===== src/design/gcp_pkg.sv =====
// Shared types, character codes and helpers for the gain command parser.
package gcp_pkg;

  localparam int BufferBytesDef  = 32;
  localparam int FractionBitsDef = 16;
  localparam int CmdqAw          = 2;

  localparam logic [7:0] CH_K_UP = 8'h4B;
  localparam logic [7:0] CH_K_LO = 8'h6B;
  localparam logic [7:0] CH_P_UP = 8'h50;
  localparam logic [7:0] CH_P_LO = 8'h70;
  localparam logic [7:0] CH_I_UP = 8'h49;
  localparam logic [7:0] CH_I_LO = 8'h69;
  localparam logic [7:0] CH_D_UP = 8'h44;
  localparam logic [7:0] CH_D_LO = 8'h64;
  localparam logic [7:0] CH_BANG = 8'h21;
  localparam logic [7:0] CH_PLUS = 8'h2B;
  localparam logic [7:0] CH_MINUS = 8'h2D;
  localparam logic [7:0] CH_POINT = 8'h2E;
  localparam logic [7:0] CH_ZERO = 8'h30;
  localparam logic [7:0] CH_NINE = 8'h39;
  localparam logic [7:0] CH_SPACE = 8'h20;
  localparam logic [7:0] CH_TAB = 8'h09;
  localparam logic [7:0] CH_CR = 8'h0D;

  localparam logic [1:0] GAIN_P = 2'd0;
  localparam logic [1:0] GAIN_I = 2'd1;
  localparam logic [1:0] GAIN_D = 2'd2;

  localparam logic [15:0] INT_CAP = 16'd32768;
  localparam logic [2:0]  MAX_FRAC_DIGITS = 3'd5;

  typedef struct packed {
    logic [1:0]  idx;
    logic        neg;
    logic [15:0] intg;
    logic [16:0] frac;
    logic [2:0]  digits;
  } cmd_t;

  typedef struct packed {
    logic [1:0]  idx;
    logic        neg;
    logic [15:0] intg;
  } tag_t;

  typedef struct packed {
    logic [1:0]  idx;
    logic [31:0] value;
  } res_t;

  function automatic logic [16:0] pow_ten(input logic [2:0] n);
    logic [16:0] p;
    unique case (n)
      3'd0: p = 17'd1;
      3'd1: p = 17'd10;
      3'd2: p = 17'd100;
      3'd3: p = 17'd1000;
      3'd4: p = 17'd10000;
      3'd5: p = 17'd100000;
      default: p = 17'd1;
    endcase
    return p;
  endfunction

  // Result queue address width: deep enough to cover the whole value pipeline.
  function automatic int out_aw(input int fb);
    return $clog2(fb + 4);
  endfunction

endpackage


===== src/design/gcp_fifo.sv =====
// Register-based first-in first-out queue used between the parser stages.
module gcp_fifo #(
  parameter int WIDTH = 8,
  parameter int AW    = 2
) (
  input  logic             clk,
  input  logic             rst,
  input  logic             push,
  input  logic [WIDTH-1:0] wdata,
  output logic             full,
  input  logic             pop,
  output logic [WIDTH-1:0] rdata,
  output logic             empty
);
  localparam int Depth = 1 << AW;

  logic [WIDTH-1:0] mem [Depth];
  logic [AW-1:0]    wr_ptr;
  logic [AW-1:0]    rd_ptr;
  logic [AW:0]      count;
  logic             do_push;
  logic             do_pop;

  assign full    = (count == (AW+1)'(Depth));
  assign empty   = (count == '0);
  assign do_push = push && !full;
  assign do_pop  = pop && !empty;
  assign rdata   = mem[rd_ptr];

  always_ff @(posedge clk) begin
    if (do_push) begin
      mem[wr_ptr] <= wdata;
    end
  end

  always_ff @(posedge clk) begin
    if (rst) begin
      wr_ptr <= '0;
      rd_ptr <= '0;
      count  <= '0;
    end else begin
      if (do_push) begin
        wr_ptr <= wr_ptr + 1'b1;
      end
      if (do_pop) begin
        rd_ptr <= rd_ptr + 1'b1;
      end
      count <= count + (AW+1)'(do_push) - (AW+1)'(do_pop);
    end
  end
endmodule


===== src/design/gcp_front.sv =====
// Byte parser: finds commands and accumulates the decimal number as it arrives.
module gcp_front #(
  parameter int BUFFER_BYTES = gcp_pkg::BufferBytesDef
) (
  input  logic          clk,
  input  logic          rst,
  input  logic          take,
  input  logic [7:0]    rx_byte,
  output logic          cmd_push,
  output gcp_pkg::cmd_t cmd
);
  import gcp_pkg::*;

  localparam int CW = $clog2(BUFFER_BYTES);
  localparam logic [CW-1:0] CountLimit = CW'(BUFFER_BYTES - 1);

  typedef enum logic [1:0] {PH_HEAD, PH_FLAG, PH_DATA} phase_t;

  phase_t        phase, phase_next;
  logic [1:0]    sel, sel_next;
  logic [CW-1:0] char_count, char_count_next;
  logic          neg, neg_next;
  logic          point_seen, point_seen_next;
  logic          stopped, stopped_next;
  logic          body, body_next;
  logic [2:0]    digits, digits_next;
  logic [15:0]   int_accum, int_accum_next;
  logic [16:0]   frac_accum, frac_accum_next;

  logic        is_digit;
  logic        is_space;
  logic [3:0]  digit;
  logic [18:0] int_prod;
  logic [19:0] frac_prod;

  assign is_digit = (rx_byte >= CH_ZERO) && (rx_byte <= CH_NINE);
  assign is_space = (rx_byte == CH_SPACE) || ((rx_byte >= CH_TAB) && (rx_byte <= CH_CR));
  assign digit    = rx_byte[3:0];
  // Times ten as two shifts and an add.
  assign int_prod  = ({3'b0, int_accum} << 3) + ({3'b0, int_accum} << 1) + 19'(digit);
  assign frac_prod = ({3'b0, frac_accum} << 3) + ({3'b0, frac_accum} << 1) + 20'(digit);

  always_comb begin
    phase_next      = phase;
    sel_next        = sel;
    char_count_next = char_count;
    neg_next        = neg;
    point_seen_next = point_seen;
    stopped_next    = stopped;
    body_next       = body;
    digits_next     = digits;
    int_accum_next  = int_accum;
    frac_accum_next = frac_accum;
    cmd_push        = 1'b0;
    if (take) begin
      unique case (phase)
        PH_FLAG: begin
          priority if (rx_byte == CH_P_UP || rx_byte == CH_P_LO) begin
            sel_next   = GAIN_P;
            phase_next = PH_DATA;
          end else if (rx_byte == CH_I_UP || rx_byte == CH_I_LO) begin
            sel_next   = GAIN_I;
            phase_next = PH_DATA;
          end else if (rx_byte == CH_D_UP || rx_byte == CH_D_LO) begin
            sel_next   = GAIN_D;
            phase_next = PH_DATA;
          end else begin
            phase_next = PH_HEAD;
          end
          char_count_next = '0;
          neg_next        = 1'b0;
          point_seen_next = 1'b0;
          stopped_next    = 1'b0;
          body_next       = 1'b0;
          digits_next     = '0;
          int_accum_next  = '0;
          frac_accum_next = '0;
        end
        PH_DATA: begin
          if (rx_byte == CH_BANG) begin
            cmd_push   = 1'b1;
            phase_next = PH_HEAD;
          end else if (char_count < CountLimit) begin
            char_count_next = char_count + 1'b1;
            // The first character that fits no part of the number freezes it.
            priority if (stopped) begin
              stopped_next = 1'b1;
            end else if (!body && is_space) begin
              body_next = 1'b0;
            end else if (!body && (rx_byte == CH_PLUS || rx_byte == CH_MINUS)) begin
              body_next = 1'b1;
              neg_next  = (rx_byte == CH_MINUS);
            end else if (is_digit) begin
              body_next = 1'b1;
              if (point_seen) begin
                if (digits < MAX_FRAC_DIGITS) begin
                  frac_accum_next = frac_prod[16:0];
                  digits_next     = digits + 1'b1;
                end
              end else begin
                int_accum_next = (int_prod > 19'(INT_CAP)) ? INT_CAP : int_prod[15:0];
              end
            end else if (rx_byte == CH_POINT && !point_seen) begin
              body_next       = 1'b1;
              point_seen_next = 1'b1;
            end else begin
              stopped_next = 1'b1;
            end
          end
        end
        default: begin
          if (rx_byte == CH_K_UP || rx_byte == CH_K_LO) begin
            phase_next      = PH_FLAG;
            char_count_next = '0;
            neg_next        = 1'b0;
            point_seen_next = 1'b0;
            stopped_next    = 1'b0;
            body_next       = 1'b0;
            digits_next     = '0;
            int_accum_next  = '0;
            frac_accum_next = '0;
          end else begin
            phase_next = PH_HEAD;
          end
        end
      endcase
    end
  end

  always_ff @(posedge clk) begin
    if (rst) begin
      phase      <= PH_HEAD;
      sel        <= GAIN_P;
      char_count <= '0;
      neg        <= 1'b0;
      point_seen <= 1'b0;
      stopped    <= 1'b0;
      body       <= 1'b0;
      digits     <= '0;
      int_accum  <= '0;
      frac_accum <= '0;
    end else begin
      phase      <= phase_next;
      sel        <= sel_next;
      char_count <= char_count_next;
      neg        <= neg_next;
      point_seen <= point_seen_next;
      stopped    <= stopped_next;
      body       <= body_next;
      digits     <= digits_next;
      int_accum  <= int_accum_next;
      frac_accum <= frac_accum_next;
    end
  end

  always_comb begin
    cmd.idx    = sel;
    cmd.neg    = neg;
    cmd.intg   = int_accum;
    cmd.frac   = frac_accum;
    cmd.digits = digits;
  end
endmodule


===== src/design/gcp_back.sv =====
// Value pipeline: scales the decimal fraction to binary and saturates the gain.
module gcp_back #(
  parameter int FRACTION_BITS = gcp_pkg::FractionBitsDef
) (
  input  logic          clk,
  input  logic          rst,
  input  logic          cmd_empty,
  input  gcp_pkg::cmd_t cmd,
  output logic          cmd_pop,
  input  logic          res_taken,
  output logic          res_push,
  output gcp_pkg::res_t res
);
  import gcp_pkg::*;

  localparam int FB    = FRACTION_BITS;
  localparam int OutAw = out_aw(FRACTION_BITS);
  localparam int MagW  = 16 + FB + 1;
  localparam int CmpW  = (MagW > 33) ? MagW : 33;

  // Words in the pipeline plus words in the result queue.
  logic [OutAw:0] used;
  logic           issue;

  logic [FB:0]    st_valid;
  logic [16:0]    st_rem [FB+1];
  logic [16:0]    st_div [FB+1];
  logic [FB-1:0]  st_quo [FB+1];
  tag_t           st_tag [FB+1];

  logic [16:0]    rem_step [FB];
  logic           ge_step  [FB];

  logic           r_valid;
  logic [FB:0]    r_frac;
  tag_t           r_tag;
  logic [17:0]    rsum;
  logic           rbit;

  logic           m_valid;
  logic [MagW-1:0] m_mag;
  tag_t           m_tag;
  logic [CmpW-1:0] magx;
  logic [31:0]    value;

  assign issue   = !cmd_empty && (used != (OutAw+1)'(1 << OutAw));
  assign cmd_pop = issue;

  always_ff @(posedge clk) begin
    if (rst) begin
      used <= '0;
    end else begin
      used <= used + (OutAw+1)'(issue) - (OutAw+1)'(res_taken);
    end
  end

  // One restoring division step per stage; the remainder always stays below the divisor.
  always_comb begin
    for (int k = 0; k < FB; k++) begin
      logic [17:0] twice;
      logic [17:0] diff;
      twice       = {st_rem[k], 1'b0};
      diff        = twice - {1'b0, st_div[k]};
      ge_step[k]  = (twice >= {1'b0, st_div[k]});
      rem_step[k] = ge_step[k] ? diff[16:0] : twice[16:0];
    end
  end

  always_ff @(posedge clk) begin
    if (rst) begin
      st_valid <= '0;
    end else begin
      st_valid <= {st_valid[FB-1:0], issue};
    end
  end

  always_ff @(posedge clk) begin
    st_rem[0] <= cmd.frac;
    st_div[0] <= pow_ten(cmd.digits);
    st_quo[0] <= '0;
    st_tag[0] <= '{idx: cmd.idx, neg: cmd.neg, intg: cmd.intg};
    for (int k = 0; k < FB; k++) begin
      st_rem[k+1] <= rem_step[k];
      st_div[k+1] <= st_div[k];
      st_quo[k+1] <= {st_quo[k][FB-2:0], ge_step[k]};
      st_tag[k+1] <= st_tag[k];
    end
  end

  // Round half up: add one when the remainder reaches half the divisor.
  assign rsum = {1'b0, st_rem[FB]} + {2'b0, st_div[FB][16:1]};
  assign rbit = (rsum >= {1'b0, st_div[FB]});

  always_ff @(posedge clk) begin
    if (rst) begin
      r_valid <= 1'b0;
      m_valid <= 1'b0;
    end else begin
      r_valid <= st_valid[FB];
      m_valid <= r_valid;
    end
  end

  always_ff @(posedge clk) begin
    r_frac <= {1'b0, st_quo[FB]} + (FB+1)'(rbit);
    r_tag  <= st_tag[FB];
    m_mag  <= {1'b0, r_tag.intg, {FB{1'b0}}} + MagW'(r_frac);
    m_tag  <= r_tag;
  end

  assign magx = CmpW'(m_mag);

  always_comb begin
    if (m_tag.neg) begin
      value = (magx > CmpW'(64'h8000_0000)) ? 32'h8000_0000 : (32'd0 - magx[31:0]);
    end else begin
      value = (magx > CmpW'(64'h7FFF_FFFF)) ? 32'h7FFF_FFFF : magx[31:0];
    end
  end

  assign res_push  = m_valid;
  assign res.idx   = m_tag.idx;
  assign res.value = value;
endmodule


===== src/design/gain_command_parser.sv =====
// Gain command parser top level: byte parser, command queue, value pipeline, result queue.
//
//   channel   direction  handshake           word
//   input     in         push / full         rx_byte (one ASCII character)
//   result    out        empty / pop         gain_index, gain_value (Q15.16 default)
//
// One byte is taken every cycle while full is low; the parser has no multi-cycle step.
// After its '!' is taken, a command passes the command queue, the quotient pipeline that
// spends one stage on each fraction bit, and the rounding and sum registers.
// Reset is synchronous and clears all control state; the queues come out empty.
// A stalled result side fills the result queue, then the 4-word command queue; full
// is raised only when that command queue is full.
module gain_command_parser #(
  parameter int BUFFER_BYTES  = gcp_pkg::BufferBytesDef,
  parameter int FRACTION_BITS = gcp_pkg::FractionBitsDef
) (
  input  logic               clk,
  input  logic               rst,
  input  logic               push,
  output logic               full,
  input  logic [7:0]         rx_byte,
  output logic               empty,
  input  logic               pop,
  output logic [1:0]         gain_index,
  output logic signed [31:0] gain_value
);
  import gcp_pkg::*;

  localparam int OutAw = out_aw(FRACTION_BITS);

  logic take;
  logic cmd_push;
  cmd_t cmd_in;
  cmd_t cmd_out;
  logic cmd_empty;
  logic cmd_pop;
  logic res_push;
  res_t res_in;
  res_t res_out;
  logic res_full;

  assign take = push && !full;

  gcp_front #(.BUFFER_BYTES(BUFFER_BYTES)) u_front (
    .clk      (clk),
    .rst      (rst),
    .take     (take),
    .rx_byte  (rx_byte),
    .cmd_push (cmd_push),
    .cmd      (cmd_in)
  );

  gcp_fifo #(.WIDTH($bits(cmd_t)), .AW(CmdqAw)) u_cmdq (
    .clk   (clk),
    .rst   (rst),
    .push  (cmd_push),
    .wdata (cmd_in),
    .full  (full),
    .pop   (cmd_pop),
    .rdata (cmd_out),
    .empty (cmd_empty)
  );

  gcp_back #(.FRACTION_BITS(FRACTION_BITS)) u_back (
    .clk       (clk),
    .rst       (rst),
    .cmd_empty (cmd_empty),
    .cmd       (cmd_out),
    .cmd_pop   (cmd_pop),
    .res_taken (pop && !empty),
    .res_push  (res_push),
    .res       (res_in)
  );

  // The value pipeline only issues against free slots here, so res_full never blocks a push.
  gcp_fifo #(.WIDTH($bits(res_t)), .AW(OutAw)) u_resq (
    .clk   (clk),
    .rst   (rst),
    .push  (res_push && !res_full),
    .wdata (res_in),
    .full  (res_full),
    .pop   (pop),
    .rdata (res_out),
    .empty (empty)
  );

  assign gain_index = res_out.idx;
  assign gain_value = $signed(res_out.value);
endmodule


===== config.mk =====
export PLATFORM = sky130hd
export DESIGN_NAME = gain_command_parser
export DESIGN_NICKNAME = d
export VERILOG_FILES = /design/src/design/gcp_pkg.sv /design/src/design/gcp_fifo.sv /design/src/design/gcp_front.sv /design/src/design/gcp_back.sv /design/src/design/gain_command_parser.sv
export SDC_FILE = /design/constraint.sdc
export NUM_CORES = 2
export LEC_CHECK = 0
export ABC_AREA = 0
export BUFFER_PORTS_ARGS = -buffer_cell sky130_fd_sc_hd__buf_4
export CORE_MARGIN = 2
export CORE_UTILIZATION = 50
export DETAILED_ROUTE_END_ITERATION = 8
export GPL_TIMING_DRIVEN = 0
export PLACE_DENSITY_LB_ADDON = 0.2
export SYNTH_ARGS = -nofsm -noshare
export SYNTH_HDL_FRONTEND = slang
export SYNTH_SLANG_ARGS = --single-unit

===== constraint.sdc =====
create_clock -name clk -period 5.75 [get_ports clk]
set_input_delay 0.2875 -clock clk [delete_from_list [all_inputs] [get_ports clk]]
set_output_delay 0.2875 -clock clk [all_outputs]
set_load 0.02 [all_outputs]

# Word-level counts from Yosys, hierarchy flattened
# Memories as Yosys holds them, arrays and structs flattened. A register that Yosys moved wholly into a read port is not among the register bits.
# Index checks and enable logic that the tools add are counted.
totals:
  n_memories: 6
  mem_bits_rw: 2417
  regBits: 150
  mem_bits_ro: 0
  latchBits: 0
mem_list:
  columns: ["memory", "depth", "width", "rd", "rd_ports_with_merged_regs", "wr", "line", "rtl"]
  rows:
  - ["u_resq.mem", 32, 34, 1, 1, 1, "gcp_fifo.sv:17", "logic [WIDTH-1:0] mem [Depth];"]
  - ["u_back.st_tag", 17, 19, 17, 1, 17, "gcp_back.sv:29", "tag_t st_tag [FB+1];"]
  - ["u_back.st_div", 17, 17, 17, 0, 17, "gcp_back.sv:27", "logic [16:0] st_div [FB+1];"]
  - ["u_back.st_rem", 17, 17, 17, 0, 17, "gcp_back.sv:26", "logic [16:0] st_rem [FB+1];"]
  - ["u_back.st_quo", 17, 16, 17, 0, 17, "gcp_back.sv:28", "logic [FB-1:0] st_quo [FB+1];"]
  - ["u_cmdq.mem", 4, 39, 1, 1, 1, "gcp_fifo.sv:17", null]
op_classes:
  n_mul: 0
  n_addsub: 36
  magnitude_cmp: 26
  n_div: 0
  n_eq_ne: 37
  reduce_logical: 36
  muxes: 104
  bitwise: 0
  shift: 0
op_table:
  columns: ["cell", "n"]
  rows:
  - ["$mux 17", 25]
  - ["$ge 18x17->1", 17]
  - ["$sub 17x17->17", 16]
  - ["$mux 16", 9]
  - ["$mux 32", 3]
  - ["$pmux 17 s5", 1]
  - ["$eq 8x7->1 const B", 8]
  - ["$eq 8x6->1 const B", 5]
  - ["$mux 1", 34]
  - ["$pmux 17 s2", 1]
  - ["$add 32x17->33", 1]
  - ["$gt 33x31->1 const B", 1]
  - ["$gt 33x32->1 const B", 1]
  - ["$pmux 16 s2", 1]
  - ["$sub 1x32->32 const A", 1]
  - ["$mux 3", 9]
  - ["$mux 5", 5]
  - ["$add 19x17->19", 1]
  - ["$add 19x4->19", 1]
  - ["$gt 19x16->1 const B", 1]
  - ["$add 17x16->18", 1]
  - ["$mux 2", 9]
  - ["$reduce_and 9->1", 2]
  - ["$add 16x1->17", 1]
  - ["other kinds (41)", 85]

# Longest topological paths before layout
logic_depth:
  word_depth: 12
  depth_mapped: 23
  mapped_depth_nobuf: 22

# Modules after synthesis
# From an unflattened synthesis, not the netlist that was laid out.
unflattened:
  cells_unflattened: 6570
  area_unflattened_um2: 91431.4
by_module_without_submodules:
  columns: ["mod", "seq_area_each_um2", "cells_each", "area_each_um2", "instances"]
  rows:
  - ["gcp_fifo at u_resq", 33091.7, 2160, 42975.0, 1]
  - ["gcp_back", 21000.1, 3644, 38095.3, 1]
  - ["gcp_fifo at u_cmdq", 4864.7, 254, 6089.6, 1]
  - ["gcp_front", 980.9, 509, 4230.3, 1]
  - ["gain_command_parser", 0.0, 3, 41.3, 1]

# Worst setup path after synthesis
# Ideal clock, no wire load.
synth_timing:
  kind: "reg2reg"
  from: "memory u_back.st_div[16][1]"
  to: "register u_back.r_frac[15]"
  arrival_time_ns: 4.549
  path_stages_with_launch: 24
  required_ns: 5.632
  slack_ns: 1.083
  period_less_slack_ns: 4.667
  n_path_buf: 1
  path_cell_list: "dfxtp_1 ha_1 fa_1 a211oi_1 o21ai_0 a31o_2 a31oi_1 o21bai_1 a31o_2 a21oi_1 xnor2_1 ha_1 o21ai_0 nor2_1 o211ai_1 o311a_1 o211ai_1 ha_1 and3_1 clkbuf_1 and3b_1 and4_1 nand2_1 xnor2_1"
synth_lines:
  columns: ["element", "line", "rtl"]
  rows:
  - ["from (decl)", "gcp_back.sv:27", null]
  - ["to (signal assigned)", "gcp_back.sv:105", "r_frac <= {1'b0, st_quo[FB]} + (FB+1)'(rbit);"]
  - ["to (decl)", "gcp_back.sv:35", "logic [FB:0] r_frac;"]

==> out/summary.txt <==
Total gr overflow: 0
Reg2reg end: u_back.r_frac[15]
Top post-synthesis cells by area: edfxtp_1, dfxtp_1, mux4_2, ha_1, xnor2_1
DRC: 0
Setup slack after layout: 0.313 ns
# Post-CTS Setup Buffers: 0
Max_cap viols: 0
CP max stage delay: 0.93 ns
Worst-Margin Slew: 1.36 ns
Starting density of the core: 0.502
Post-Syn Nets: 6444
Total GRT Usage: 0.218
Final worst-path cycle share: 0.945
WHS Endpoint: u_front.sel[0]
Vias per cell: 5.62
Synth async-reset ratio: 0
Yosys warns: 0
Top-area cell type share of the netlist area: 0.412
Crit path capture type: primary output
# rows: 156
Max-slew violations: 0
Multi-input logic area: 0.0290 mm²
Worst setup SP type: register
Crit-path cells: clkbuf_1, clkbuf_1, buf_1, mux4_2, mux4_2, mux2_2, buf_4
Die height: 430 µm
Proportion of layout cells with a drive suffix above 1: 0.155
Num CTS Buffers: 227
RSZ-0062 raised after global routing: false
Power share of the sequential group: 0.479
Register area share after synthesis: 0.661
Final hold viol count: 0
WL final: 201000 µm
Detailed Place HPWL: 138000 µm
Gate power share: 0.124
Non-Filler Instances: 8973
Min-delay worst type: in2reg
R2R Setup Slk: 0.42 ns
Primary FF master, synth: edfxtp_1
Register Area: 0.0599 mm²
Pwr Density: 374 mW/mm²
Critical-path maximum fanout: 10
ANT cells: 0
Hold Startpoint: rx_byte[3]
DRT Pass-1 Iters: 6
Clock sink count: 2372
Status: completed
Chip Width: 430 µm
Worst VDD drop: 0.319 mV
Root buffer cell: clkbuf_16
Slowest cell on the critical path: clkbuf_1
Pin count of the biggest net entering global routing: 33
RD Place Congestion: 0.854
NetSw: 9220 µW
DR WL/cell: 22.4 µm
Max-slew headroom: 0.0948
Inst Count DP: 8532
Final min period: 5.44 ns
Hold Crit Depth: 6
Post-synth EDFFs: 1244
Post-route ant nets: 0
WP data arrival: 5.15 ns
Post-Syn Area: 0.0906 mm²
Number of cells on the worst reg-to-reg path: 23
Reg clk slew, reported paths: 0.06 ns
Initial DRC Count: 4175
Synth Register Bits: 2372
First-pass GRT wire length: 306000 µm
# setup viols final: 0
Clk_skew: 0.0470 ns
P&R area growth vs syn: 14.1%
Vias in the first global route: 50600
Core area: 0.180 mm²
Switch share: 0.239
Via Count: 50500
# H-tree levels: 4
I/O pin count: 48
Pleak: 0.0368 µW
Fillcell total: 14100
Initial antenna violation count: 2
Dominant cell type by area after synthesis: edfxtp_1
Syn Area/Cell: 15.0 µm²
Port bufs: 46
Internal power: 29400 µW
Critical path required time: 5.46 ns
Crit Reg-Reg Startpoint: u_back.st_div[16][1]
Peak Freq: 0.184 GHz
Clock buffer depth: 3
Dpl ws: 0.402 ns
Die area: 0.185 mm²
Mapped Cells: 6060
Worst skew pair latency: 0.86 ns
Cell variety after synth: 98
TritonCTS clock tree: yes
Setup CP Type: reg2out
Nets@finish: 6788
Clock network power share: 0.398
-- sequential cells by signal, summed over array words and instances (netlist names), 19 cells and up, named ones only --
signal / flops
u_back.st_div: 204
u_resq.mem: 1088
u_back.st_tag: 323
u_back.m_mag: 33
u_back.st_rem: 289
u_back.r_tag: 19
u_cmdq.mem: 156
u_back.st_quo: 136
-- logic make-up (layout without fill, tap and decap cells) --
family / Yosys count / in the layout / share of synthesized area
flip-flops: 2372 / 2372 / 0.661
AO/OA/AOI/OAI: 867 / 867 / 0.0630
buffers and inverters: 510 / 1053 / 0.0216
multiplexers: 503 / 503 / 0.109
adder cells (fa/ha/maj): 372 / 372 / 0.0534
XOR/XNOR: 292 / 292 / 0.0282
AND/OR/NAND/NOR: 1144 / 1144 / 0.0630
-- worst max-delay path, delay by kind of cell, from the launching register on --
kind | cells | cell delay, ns
buffers and inverters | 4 | 2.65
muxes | 3 | 1.25
DFF | 1 | 0.38
-- placed cells by master, fill, tap and decap left out, drive strengths merged, types with 41 or more instances in the layout --
master / count
buf: 157
nand2: 270
xnor2: 175
a211oi: 54
nor3: 98
inv: 347
nor2b: 62
o31ai: 42
clkbuf: 442
o21a: 48
ha: 348
o21ai: 210
clkinv: 65
nor2: 292
a21oi: 205
nand2b: 54
edfxtp: 1244
a21o: 79
xor2: 117
mux2: 112
mux4: 379
nand3: 101
dfxtp: 1128
or3: 41
-- cells in the mapped netlist, types with 32 or more instances --
cell,count
clkbuf_1,123
nor3_1,97
o21a_1,48
buf_1,35
edfxtp_1,1244
o31ai_1,40
xnor2_1,175
inv_1,328
a21o_1,79
nand2_1,269
nand4_1,38
nor2b_1,62
and3_1,32
o21ai_0,149
dfxtp_1,1128
a211oi_1,52
nand3_1,101
o21ai_1,58
mux2_1,58
mux4_2,379
a21oi_1,205
mux2_2,54
or3_1,41
xor2_1,117
nand2b_1,53
ha_1,348
nor2_1,292
-- stage by stage --
step	TNS (ns)	hold slack (ns)	instance area [µm²]	power [µW]	util
floorplan	0	0.310	90600	22100	-
global placement	-63.36	0.310	93900	23500	0.521
detailed placement	0	0.312	95300	23700	0.529
CTS	0	0.0470	103000	39000	0.573
global route	0	0.151	103000	40100	0.573
finish	0	0.132	103000	38700	0.573
-- cell type report --
type	count	area share
buffer	178	0.00686
clock inverter	110	0.0130
timing repair buffer	115	0.0152
clock buffer	318	0.0638
multi-input combinational	3178	0.281
inverter	332	0.0121
sequential	2372	0.580
tap	2370	0.0287
-- worst max-delay path by stage --
| stage | from | slack, ns | endpoint | cells past startpoint |
|---|---|---|---|---|
| 3_5_place_dp | u_back.st_div[16][1] | 0.40 | u_back.r_frac[16] | 22 |
| 3_3_place_gp | u_resq.count[2] | -0.33 | u_resq.mem[23][13] | 6 |
| 5_1_grt | u_back.st_div[16][1] | 0.01 | u_back.r_frac[15] | 23 |
| 2_1_floorplan | u_back.st_div[16][1] | 1.08 | u_back.r_frac[15] | 23 |
| 4_1_cts | register | 0.19 | gain_index[1] | 7 |
| 6_report | register | 0.31 | gain_value[0] | 7 |
-- power groups by stage --
stage               clock network, µW  registers (µW)  logic, µW
floorplan                           0           18800       3350
global placement                    0           18900       4670
detailed placement                  0           18900       4840
CTS                             15700           18500       4870
global route                    16300           18500       5180
finish                          15400           18500       4780
-- metal layers --
metal,GRT usage,vias up,routed length (µm)
met5,0,-,11
met4,0.0674,2,5740
met3,0.0326,359,10600
li1,-,23400,-
met2,0.376,1485,101000
met1,0.284,25200,83700
-- repair_timing --
item | 4_1_cts | 5_1_grt
endpoints found under the setup margin | 17 | 0
hold endpoints to repair | 15 | 0
hold buffers | 12 | 0
gates resized for setup | 1 | 0
No activity file was read; power rests on OpenSTA's default activity.
